$ cat config.mk
export PLATFORM = sky130hd
export DESIGN_NAME = integer_matrix_multiply
export DESIGN_NICKNAME = d
export VERILOG_FILES = /design/src/imm_pkg.sv /design/src/imm_ram.sv /design/src/imm_queue.sv /design/src/imm_front.sv /design/src/imm_back.sv /design/src/integer_matrix_multiply.sv
export SDC_FILE = /design/constraint.sdc
export NUM_CORES = 2
export LEC_CHECK = 0
export BUFFER_PORTS_ARGS = -buffer_cell sky130_fd_sc_hd__buf_2
export CORE_ASPECT_RATIO = 0.7
export CORE_MARGIN = 4
export CORE_UTILIZATION = 50
export DETAILED_ROUTE_END_ITERATION = 6
export GPL_ROUTABILITY_DRIVEN = 0
export PLACE_DENSITY = 0.65
export SETUP_SLACK_MARGIN = 0.1
export SLEW_MARGIN = 20
export SYNTH_ARGS = -nofsm -noshare
export SYNTH_HDL_FRONTEND = slang
export SYNTH_SLANG_ARGS = --single-unit
$ cat constraint.sdc
create_clock -name clock -period 8.2 [get_ports clock]
set_input_delay 1.64 -clock clock [delete_from_list [all_inputs] [get_ports clock]]
set_output_delay 1.64 -clock clock [all_outputs]
set_load 0.01 [all_outputs]
$ cat src/imm_pkg.sv
// Shared types and sizes of the integer matrix multiply block.
`default_nettype none
package imm_pkg;

   localparam int MAX_DIM     = 8;
   localparam int DATA_WIDTH  = 16;
   localparam int CFG_WIDTH   = 4;
   localparam int PRODUCT_W   = 36;
   localparam int DIM_W       = $clog2(MAX_DIM + 1);
   localparam int IDX_W       = $clog2(MAX_DIM);
   localparam int STORE_DEPTH = MAX_DIM * MAX_DIM;
   localparam int ADDR_W      = $clog2(STORE_DEPTH);
   localparam int SQ_W        = 2 * DIM_W;
   localparam int MUL_W       = 2 * DATA_WIDTH;
   localparam int ACC_W       = MUL_W + IDX_W;
   localparam int QUEUE_DEPTH = 4;
   localparam int QPTR_W      = $clog2(QUEUE_DEPTH);

   localparam logic [CFG_WIDTH-1:0] DIM_RESET = CFG_WIDTH'(8);

   localparam logic OP_LOAD_B   = 1'b0;
   localparam logic OP_STREAM_A = 1'b1;

   typedef struct packed {
      logic                         op;
      logic signed [DATA_WIDTH-1:0] element_value;
   } req_type;

   typedef struct packed {
      logic signed [PRODUCT_W-1:0] product_value;
      logic [IDX_W-1:0]            row_index;
      logic [IDX_W-1:0]            col_index;
      logic                        last;
   } rsp_type;

   // One classified item on its way from the front to the back.
   typedef struct packed {
      logic                         is_a;
      logic signed [DATA_WIDTH-1:0] value;
      logic [ADDR_W-1:0]            addr;
      logic                         row_end;
      logic [IDX_W-1:0]             row;
   } job_type;

endpackage
`default_nettype wire

$ cat src/imm_ram.sv
// Generic single-write, single-read RAM with registered read data.
`default_nettype none
module imm_ram #(
   parameter int WIDTH = 16,
   parameter int DEPTH = 64
) (
   input  wire logic                     clock,
   input  wire logic                     wr_en,
   input  wire logic [$clog2(DEPTH)-1:0] wr_addr,
   input  wire logic [WIDTH-1:0]         wr_data,
   input  wire logic                     rd_en,
   input  wire logic [$clog2(DEPTH)-1:0] rd_addr,
   output logic      [WIDTH-1:0]         rd_data
);

   logic [WIDTH-1:0] mem_ff [DEPTH];

   always_ff @(posedge clock) begin
      if (wr_en) begin
         mem_ff[wr_addr] <= wr_data;
      end
      if (rd_en) begin
         rd_data <= mem_ff[rd_addr];
      end
   end

endmodule
`default_nettype wire

$ cat src/imm_queue.sv
// Short job queue between the front and the back.
`default_nettype none
module imm_queue
   import imm_pkg::*;
(
   input  wire logic    clock,
   input  wire logic    reset,
   input  wire logic    push,
   input  wire job_type push_job,
   input  wire logic    pop,
   output job_type      head_job,
   output logic         full,
   output logic         empty
);

   job_type           mem_ff [QUEUE_DEPTH];
   logic [QPTR_W-1:0] wr_ptr_ff, wr_ptr_in;
   logic [QPTR_W-1:0] rd_ptr_ff, rd_ptr_in;
   logic [QPTR_W:0]   count_ff, count_in;
   logic              do_push, do_pop;

   assign full     = (count_ff == (QPTR_W + 1)'(QUEUE_DEPTH));
   assign empty    = (count_ff == '0);
   assign do_push  = push && !full;
   assign do_pop   = pop && !empty;
   assign head_job = mem_ff[rd_ptr_ff];

   always_comb begin
      wr_ptr_in = do_push ? wr_ptr_ff + 1'b1 : wr_ptr_ff;
      rd_ptr_in = do_pop ? rd_ptr_ff + 1'b1 : rd_ptr_ff;
      count_in  = count_ff;
      if (do_push && !do_pop) begin
         count_in = count_ff + 1'b1;
      end else if (do_pop && !do_push) begin
         count_in = count_ff - 1'b1;
      end
   end

   always_ff @(posedge clock) begin
      if (reset) begin
         wr_ptr_ff <= '0;
         rd_ptr_ff <= '0;
         count_ff  <= '0;
      end else begin
         wr_ptr_ff <= wr_ptr_in;
         rd_ptr_ff <= rd_ptr_in;
         count_ff  <= count_in;
      end
   end

   always_ff @(posedge clock) begin
      if (do_push) begin
         mem_ff[wr_ptr_ff] <= push_job;
      end
   end

endmodule
`default_nettype wire

$ cat src/imm_front.sv
// Front end: takes input beats and the dim register, tracks load and row positions.
`default_nettype none
module imm_front
   import imm_pkg::*;
(
   input  wire logic                 clock,
   input  wire logic                 reset,
   input  wire logic                 req_valid,
   output logic                      req_stall,
   input  wire req_type              req_payload,
   input  wire logic                 csr_valid,
   output logic                      csr_ready,
   input  wire logic [CFG_WIDTH-1:0] csr_data,
   input  wire logic                 idle,
   input  wire logic                 q_full,
   output logic                      q_push,
   output job_type                   q_job,
   output logic                      cfg_clear,
   output logic [DIM_W-1:0]          dim_active
);

   logic [CFG_WIDTH-1:0] dim_ff, dim_in;
   logic [ADDR_W-1:0]    b_pos_ff, b_pos_in;
   logic [IDX_W-1:0]     a_col_ff, a_col_in;
   logic [ADDR_W-1:0]    a_base_ff, a_base_in;
   logic [IDX_W-1:0]     a_row_ff, a_row_in;
   logic                 accept;
   logic                 row_end;
   logic [SQ_W-1:0]      dim_sq;
   logic [SQ_W-1:0]      b_pos_next;

   function automatic logic [DIM_W-1:0] clamp_dim(input logic [CFG_WIDTH-1:0] v);
      logic [DIM_W-1:0] d;
      if (v == '0) begin
         d = DIM_W'(1);
      end else if (int'(v) > MAX_DIM) begin
         d = DIM_W'(MAX_DIM);
      end else begin
         d = DIM_W'(v);
      end
      return d;
   endfunction

   assign dim_active = clamp_dim(dim_ff);
   assign dim_sq     = SQ_W'(dim_active) * SQ_W'(dim_active);
   assign b_pos_next = SQ_W'(b_pos_ff) + SQ_W'(1);
   assign row_end    = (DIM_W'(a_col_ff) + DIM_W'(1)) == dim_active;

   assign req_stall = q_full;
   assign accept    = req_valid && !q_full;
   assign csr_ready = idle;
   assign cfg_clear = csr_valid && csr_ready;
   assign q_push    = accept;

   always_comb begin
      q_job.is_a    = (req_payload.op == OP_STREAM_A);
      q_job.value   = req_payload.element_value;
      q_job.addr    = q_job.is_a ? a_base_ff : b_pos_ff;
      q_job.row_end = row_end;
      q_job.row     = a_row_ff;
   end

   always_comb begin
      dim_in    = dim_ff;
      b_pos_in  = b_pos_ff;
      a_col_in  = a_col_ff;
      a_base_in = a_base_ff;
      a_row_in  = a_row_ff;
      if (cfg_clear) begin
         dim_in    = csr_data;
         b_pos_in  = '0;
         a_col_in  = '0;
         a_base_in = '0;
         a_row_in  = '0;
      end else if (accept) begin
         if (req_payload.op == OP_LOAD_B) begin
            // wrap after dim*dim elements
            b_pos_in = (b_pos_next >= dim_sq) ? '0 : b_pos_next[ADDR_W-1:0];
         end else if (row_end) begin
            a_col_in  = '0;
            a_base_in = '0;
            a_row_in  = ((DIM_W'(a_row_ff) + DIM_W'(1)) == dim_active) ? '0
                                                                         : a_row_ff + 1'b1;
         end else begin
            a_col_in  = a_col_ff + 1'b1;
            a_base_in = a_base_ff + ADDR_W'(dim_active);
         end
      end
   end

   always_ff @(posedge clock) begin
      if (reset) begin
         dim_ff    <= DIM_RESET;
         b_pos_ff  <= '0;
         a_col_ff  <= '0;
         a_base_ff <= '0;
         a_row_ff  <= '0;
      end else begin
         dim_ff    <= dim_in;
         b_pos_ff  <= b_pos_in;
         a_col_ff  <= a_col_in;
         a_base_ff <= a_base_in;
         a_row_ff  <= a_row_in;
      end
   end

endmodule
`default_nettype wire

$ cat src/imm_back.sv
// Back end: B store writes, column-serial multiply-accumulate and row emission.
`default_nettype none
module imm_back
   import imm_pkg::*;
(
   input  wire logic             clock,
   input  wire logic             reset,
   input  wire logic             cfg_clear,
   input  wire logic [DIM_W-1:0] dim_active,
   input  wire job_type          q_job,
   input  wire logic             q_empty,
   output logic                  q_pop,
   output logic                  busy,
   output logic                  rsp_valid,
   input  wire logic             rsp_stall,
   output rsp_type               rsp_payload
);

   typedef enum logic [1:0] {
      ST_IDLE,
      ST_MAC,
      ST_EMIT
   } state_type;

   state_type                    state_ff, state_in;
   logic signed [ACC_W-1:0]      acc_ff [MAX_DIM];
   logic signed [ACC_W-1:0]      acc_in [MAX_DIM];
   logic                         rsp_valid_ff, rsp_valid_in;
   rsp_type                      rsp_ff, rsp_in;
   logic [DIM_W-1:0]             issue_j_ff, issue_j_in;
   logic [DIM_W-1:0]             emit_j_ff, emit_j_in;
   logic                         s1_valid_ff, s1_valid_in;
   logic                         s2_valid_ff, s2_valid_in;
   logic [IDX_W-1:0]             s1_j_ff, s2_j_ff;
   logic signed [MUL_W-1:0]      prod_ff;
   logic signed [DATA_WIDTH-1:0] a_val_ff;
   logic [ADDR_W-1:0]            base_ff;
   logic                         row_end_ff;
   logic [IDX_W-1:0]             row_ff;
   logic                         load_job;
   logic                         issue_on;
   logic                         out_free;
   logic                         emit_last;
   logic                         ram_wr_en;
   logic [ADDR_W-1:0]            ram_rd_addr;
   logic [DATA_WIDTH-1:0]        ram_rd_data;

   assign q_pop       = (state_ff == ST_IDLE) && !q_empty;
   assign load_job    = q_pop && q_job.is_a;
   assign ram_wr_en   = q_pop && !q_job.is_a;
   assign issue_on    = (state_ff == ST_MAC) && (issue_j_ff != dim_active);
   assign ram_rd_addr = base_ff + ADDR_W'(issue_j_ff);
   assign out_free    = !rsp_valid_ff || !rsp_stall;
   assign emit_last   = (emit_j_ff + DIM_W'(1)) == dim_active;
   assign busy        = (state_ff != ST_IDLE) || rsp_valid_ff;
   assign rsp_valid   = rsp_valid_ff;
   assign rsp_payload = rsp_ff;

   imm_ram #(
      .WIDTH (DATA_WIDTH),
      .DEPTH (STORE_DEPTH)
   ) u_b_store (
      .clock   (clock),
      .wr_en   (ram_wr_en),
      .wr_addr (q_job.addr),
      .wr_data (q_job.value),
      .rd_en   (issue_on),
      .rd_addr (ram_rd_addr),
      .rd_data (ram_rd_data)
   );

   always_comb begin
      state_in     = state_ff;
      acc_in       = acc_ff;
      rsp_valid_in = rsp_valid_ff;
      rsp_in       = rsp_ff;
      issue_j_in   = issue_j_ff;
      emit_j_in    = emit_j_ff;
      s1_valid_in  = issue_on;
      s2_valid_in  = s1_valid_ff;

      if (rsp_valid_ff && !rsp_stall) begin
         rsp_valid_in = 1'b0;
      end

      if (s2_valid_ff) begin
         acc_in[s2_j_ff] = acc_ff[s2_j_ff] + {{IDX_W{prod_ff[MUL_W-1]}}, prod_ff};
      end

      case (state_ff)
         ST_IDLE: begin
            if (load_job) begin
               issue_j_in = '0;
               state_in   = ST_MAC;
            end
         end
         ST_MAC: begin
            if (issue_on) begin
               issue_j_in = issue_j_ff + 1'b1;
            end else if (!s1_valid_ff && !s2_valid_ff) begin
               emit_j_in = '0;
               state_in  = row_end_ff ? ST_EMIT : ST_IDLE;
            end
         end
         ST_EMIT: begin
            if (out_free) begin
               rsp_valid_in          = 1'b1;
               rsp_in.product_value  = {{(PRODUCT_W - ACC_W){acc_ff[0][ACC_W-1]}}, acc_ff[0]};
               rsp_in.row_index      = row_ff;
               rsp_in.col_index      = emit_j_ff[IDX_W-1:0];
               rsp_in.last           = emit_last;
               // shift down: entries at and above dim are always zero
               for (int i = 0; i < MAX_DIM - 1; i++) begin
                  acc_in[i] = acc_ff[i + 1];
               end
               acc_in[MAX_DIM-1] = '0;
               emit_j_in         = emit_j_ff + 1'b1;
               if (emit_last) begin
                  state_in = ST_IDLE;
               end
            end
         end
         default: begin
            state_in = ST_IDLE;
         end
      endcase

      if (cfg_clear) begin
         for (int i = 0; i < MAX_DIM; i++) begin
            acc_in[i] = '0;
         end
      end
   end

   always_ff @(posedge clock) begin
      if (reset) begin
         state_ff     <= ST_IDLE;
         rsp_valid_ff <= 1'b0;
         issue_j_ff   <= '0;
         emit_j_ff    <= '0;
         s1_valid_ff  <= 1'b0;
         s2_valid_ff  <= 1'b0;
         for (int i = 0; i < MAX_DIM; i++) begin
            acc_ff[i] <= '0;
         end
      end else begin
         state_ff     <= state_in;
         rsp_valid_ff <= rsp_valid_in;
         issue_j_ff   <= issue_j_in;
         emit_j_ff    <= emit_j_in;
         s1_valid_ff  <= s1_valid_in;
         s2_valid_ff  <= s2_valid_in;
         acc_ff       <= acc_in;
      end
      rsp_ff <= rsp_in;
   end

   // payload and datapath registers
   always_ff @(posedge clock) begin
      s1_j_ff <= issue_j_ff[IDX_W-1:0];
      s2_j_ff <= s1_j_ff;
      prod_ff <= a_val_ff * $signed(ram_rd_data);
      if (load_job) begin
         a_val_ff   <= q_job.value;
         base_ff    <= q_job.addr;
         row_end_ff <= q_job.row_end;
         row_ff     <= q_job.row;
      end
   end

endmodule
`default_nettype wire

$ cat src/integer_matrix_multiply.sv
// Top level of the integer matrix multiply block.
//
// Load B first: req beats with op = 0 carry B elements in row-major order
// and land in a 64-entry store; the load position wraps after dim*dim beats.
// Then stream A with op = 1, row-major. Each A beat is multiplied against one
// B row, one column per cycle through a single multiplier, and the back end
// pops no further beat until those sums are done; a B beat is written on its pop.
// After the last A element of a row the block sends dim rsp beats, one per
// cycle while rsp_stall is low, columns in order, with last set on the final one.
// Beats queue (four deep) between the front and the back; req_stall rises only
// when that queue is full. rsp_stall holds the output register and the back end
// stalls its row emission; the front keeps taking beats until the queue fills.
// csr_ready is high only while the block is idle; a csr write sets dim and
// clears the accumulators and all positions, but keeps the B store.
// Reset (synchronous) sets dim to 8, clears all counters and accumulators.
// The B store is not cleared: read only entries that were loaded.
`default_nettype none
module integer_matrix_multiply
   import imm_pkg::*;
(
   input  wire logic                 clock,
   input  wire logic                 reset,
   input  wire logic                 req_valid,
   output logic                      req_stall,
   input  wire req_type              req_payload,
   output logic                      rsp_valid,
   input  wire logic                 rsp_stall,
   output rsp_type                   rsp_payload,
   input  wire logic                 csr_valid,
   output logic                      csr_ready,
   input  wire logic [CFG_WIDTH-1:0] csr_data
);

   logic             q_push;
   logic             q_pop;
   logic             q_full;
   logic             q_empty;
   job_type          push_job;
   job_type          head_job;
   logic             cfg_clear;
   logic [DIM_W-1:0] dim_active;
   logic             back_busy;
   logic             idle;

   assign idle = q_empty && !back_busy;

   imm_front u_front (
      .clock       (clock),
      .reset       (reset),
      .req_valid   (req_valid),
      .req_stall   (req_stall),
      .req_payload (req_payload),
      .csr_valid   (csr_valid),
      .csr_ready   (csr_ready),
      .csr_data    (csr_data),
      .idle        (idle),
      .q_full      (q_full),
      .q_push      (q_push),
      .q_job       (push_job),
      .cfg_clear   (cfg_clear),
      .dim_active  (dim_active)
   );

   imm_queue u_queue (
      .clock    (clock),
      .reset    (reset),
      .push     (q_push),
      .push_job (push_job),
      .pop      (q_pop),
      .head_job (head_job),
      .full     (q_full),
      .empty    (q_empty)
   );

   imm_back u_back (
      .clock       (clock),
      .reset       (reset),
      .cfg_clear   (cfg_clear),
      .dim_active  (dim_active),
      .q_job       (head_job),
      .q_empty     (q_empty),
      .q_pop       (q_pop),
      .busy        (back_busy),
      .rsp_valid   (rsp_valid),
      .rsp_stall   (rsp_stall),
      .rsp_payload (rsp_payload)
   );

endmodule
`default_nettype wire

==> results.tsv <==
stage	metric	value	unit
drt	vias per std cell	6.21	
clocking	Clock Path Buffers	3	
clocking	post-cts resize count	0	
synth	Syn Inst Count	5140	
global_route	initial antenna violation count	11	
drt	routed vias	45405	
clocking	CTS buffer count	152	
global_route	grt ovf	0	
finish	commonest non-fill, non-tap cell in the layout	edfxtp_1	
sta	Final Skew	52.5	ps
clocking	Reg clk slew, reported paths	60	ps
synth	Synth Register Bits	1578	
clocking	Hold-fix buffers, CTS	0	
sta	Slew @ Worst Pin	1130	ps
sta	fmax	149	MHz
finish	area grow syn2layout	10.5	%
clocking	CTS tree	built	
clocking	Setup Fix Bufs, Post-CTS	0	
drt	Routed Antenna Nets	0	
worst_setup_path	Worst EP required	8880	ps
worst_setup_path	FF-to-FF path depth	20	
sta	RSZ-0062 raised after global routing	false	
floorplanning	Starting Density	50.4	%
sta	hold slack final	319	ps
synth	Yosys cell types	80	
floorplanning	Core Region	148000	um^2
worst_setup_path	CP arrival	7400	ps
drt	DRT Pass-1 Iters	6	
finish	share of cells above drive strength 1	17.8	%
clocking	CTS Root Cell	clkbuf_16	
global_route	Tot GR Track Use	24.6	%
floorplanning	Ports	72	
synth	syn_area_per_cell	14.5	um^2
sta	min Tclk post-route	6720	ps
placed_design	dpl hpwl	123000	um
finish	final net count	5637	
sta	Final Hold Vio Count	0	
worst_setup_path	Startpoint Class	flip-flop	
worst_setup_path	crit path kind	reg2reg	
clocking	# H-tree levels	4	
worst_setup_path	Worst Path Max Fanout	16	
worst_setup_path	crit end category	flip-flop	
clocking	Sink Count	1578	
floorplanning	Die Footprint	156000	um^2
drt	DR WL/cell	26.4	um
status	status	complete, no violations	
global_route	vias in the first global route	42593	
floorplanning	Core Rows	118	
floorplanning	Die X	470	um
sta	Final setup viols	0	
flow_run	max cap viols	0	
hold_path	worst hold path stage count	0	
drt	DR DRC count	0	
global_route	first-pass GRT wire length	288000	um
global_route	largest net degree at the start of global routing	268	
synth	EDFF count, synth	1216	
drt	final wirelength	193000	um
synth	Seq/Total Area, Yosys	58.6	%
synth	asr flop ratio synth	0	%
sta	setup tns final	0	ps
drt	initial DRC count	6029	
placed_design	Buffers on Ports	71	
finish	most frequent cells in the layout	edfxtp_1 (1216), mux4_2 (428), nand2_1 (417)	
synth	yosys warns	0	
sta	Rel. slew slack	24.8	%
synth	Cell Area, Synth	74700	um^2
floorplanning	Vert. Die Dim	331	um
sta	Final Max Slew Viols	0	
synth	Main synth FF type	edfxtp_1	
clocking	worst-skew pair later-pin latency	820	ps
hold_path	Worst Hold Class	reg2reg	
sta	Final Cycle Share	82.0	%
==> metrics by stage <==
step	setup WS, ps	cells	cell area [um^2]	utilization [%]
finish	1480	7309	82600	55.7
global route	1030	7305	82600	55.7
CTS	1480	7304	82500	55.7
detailed placement	1470	7027	77600	52.3
global placement	1510	7027	77600	52.3
floorplan	2330	5141	74700	-
==> cell type report <==
cell class,instances,area [um^2]
clock buffer,197,4130
antenna,5,12.5
clock inverter,80,826
inverter,314,1180
multi-input combinational,2954,28700
tap,1980,2480
timing repair buffer,201,1440
sequential,1578,43800
fill,11567,65700
==> cells by family after synthesis <==
logic type               Yosys count  share of synthesized area [%]
flip-flops                      1578                           58.6
AND/OR/NAND/NOR                 1132                           7.01
AO/OA/AOI/OAI                    844                           6.99
buffers and inverters            609                           3.17
multiplexers                     483                           13.7
adder cells (fa/ha/maj)          410                           9.55
XOR/XNOR                          83                          0.983
other                              1                        0.00502
==> sequential cells by signal (all words and copies together), names as in the netlist, 3 cells and up, named ones only <==
signal and flops:
u_queue.count_ff 3, u_back.base_ff 6, u_front.a_col_ff 3, u_front.a_row_ff 3, u_back.u_b_store.mem_ff 1024, u_back.prod_ff 32
u_back.emit_j_ff 4, u_back.issue_j_ff 4, u_back.row_ff 3, u_front.a_base_ff 6, u_front.b_pos_ff 6, u_back.a_val_ff 16
u_back.s1_j_ff 3, u_queue.mem_ff 108, u_front.dim_ff 4, u_back.u_b_store.rd_data 16, u_back.acc_ff 280, u_back.rsp_payload 42
u_back.s2_j_ff 3
==> synth_stat cells, types with 9 or more instances <==
cell type | number | share of area (%)
and3_1 | 51 | 0.43
nor3_1 | 34 | 0.23
nand2b_1 | 24 | 0.20
edfxtp_1 | 1216 | 49
xor2_1 | 30 | 0.35
nor2b_1 | 31 | 0.26
buf_1 | 28 | 0.14
mux2i_1 | 12 | 0.16
nor2_1 | 281 | 1.4
inv_1 | 313 | 1.6
nor4_1 | 9 | 0.075
o21ai_0 | 223 | 1.5
o21a_1 | 26 | 0.26
nand2_1 | 417 | 2.1
nand3_1 | 95 | 0.64
and2_1 | 137 | 1.1
or3_1 | 13 | 0.11
fa_1 | 267 | 7.2
mux2_2 | 42 | 0.63
ha_1 | 143 | 2.4
a311oi_1 | 46 | 0.54
mux4_2 | 429 | 13
clkbuf_1 | 215 | 1.1
a21oi_1 | 282 | 1.9
a31oi_1 | 47 | 0.39
or2_2 | 9 | 0.075
o211ai_1 | 75 | 0.75
a211oi_1 | 30 | 0.30
a21o_1 | 38 | 0.38
dfxtp_1 | 362 | 9.7
buf_2 | 46 | 0.31
xnor2_1 | 52 | 0.61
==> per-layer routing <==
layer / share of wire (%) / up-vias / global-route usage, %
met4: 1.5 / 0 / 4.60
met5: 0 / - / 0
li1: - / 19370 / -
met3: 12 / 224 / 5.89
met2: 41 / 2305 / 32.6
met1: 46 / 23506 / 41.1
==> worst max-delay path, cell delays in order, from the launching register on <==
cell	delay [ps]
edfxtp_1	680
and2_1	280
fa_1	540
inv_1	50
fa_1	470
fa_1	520
inv_1	60
fa_1	490
fa_1	490
inv_1	50
fa_1	470
inv_1	40
ha_1	360
a21oi_1	120
o211ai_1	260
a41oi_1	140
o31ai_1	760
a211oi_1	290
o31ai_1	270
o21ai_0	130
xnor2_1	130
==> path summary, 6_finish.rpt <==
check / from / endpoint / slack (ps)
min: u_back.s1_j_ff[1]$_DFF_P_ / u_back.s2_j_ff[1]$_DFF_P_ / 320
min reg2reg: u_back.s1_j_ff[1]$_DFF_P_ / u_back.s2_j_ff[1]$_DFF_P_ / 320
max reg2reg: u_back.a_val_ff[10]$_DFFE_PP_ / u_back.prod_ff[31]$_DFF_P_ / 1480
max: u_back.a_val_ff[10]$_DFFE_PP_ / u_back.prod_ff[31]$_DFF_P_ / 1480
Power is not shown: default switching activity piles up to over one toggle a cycle in this logic, so the estimate is an artifact.
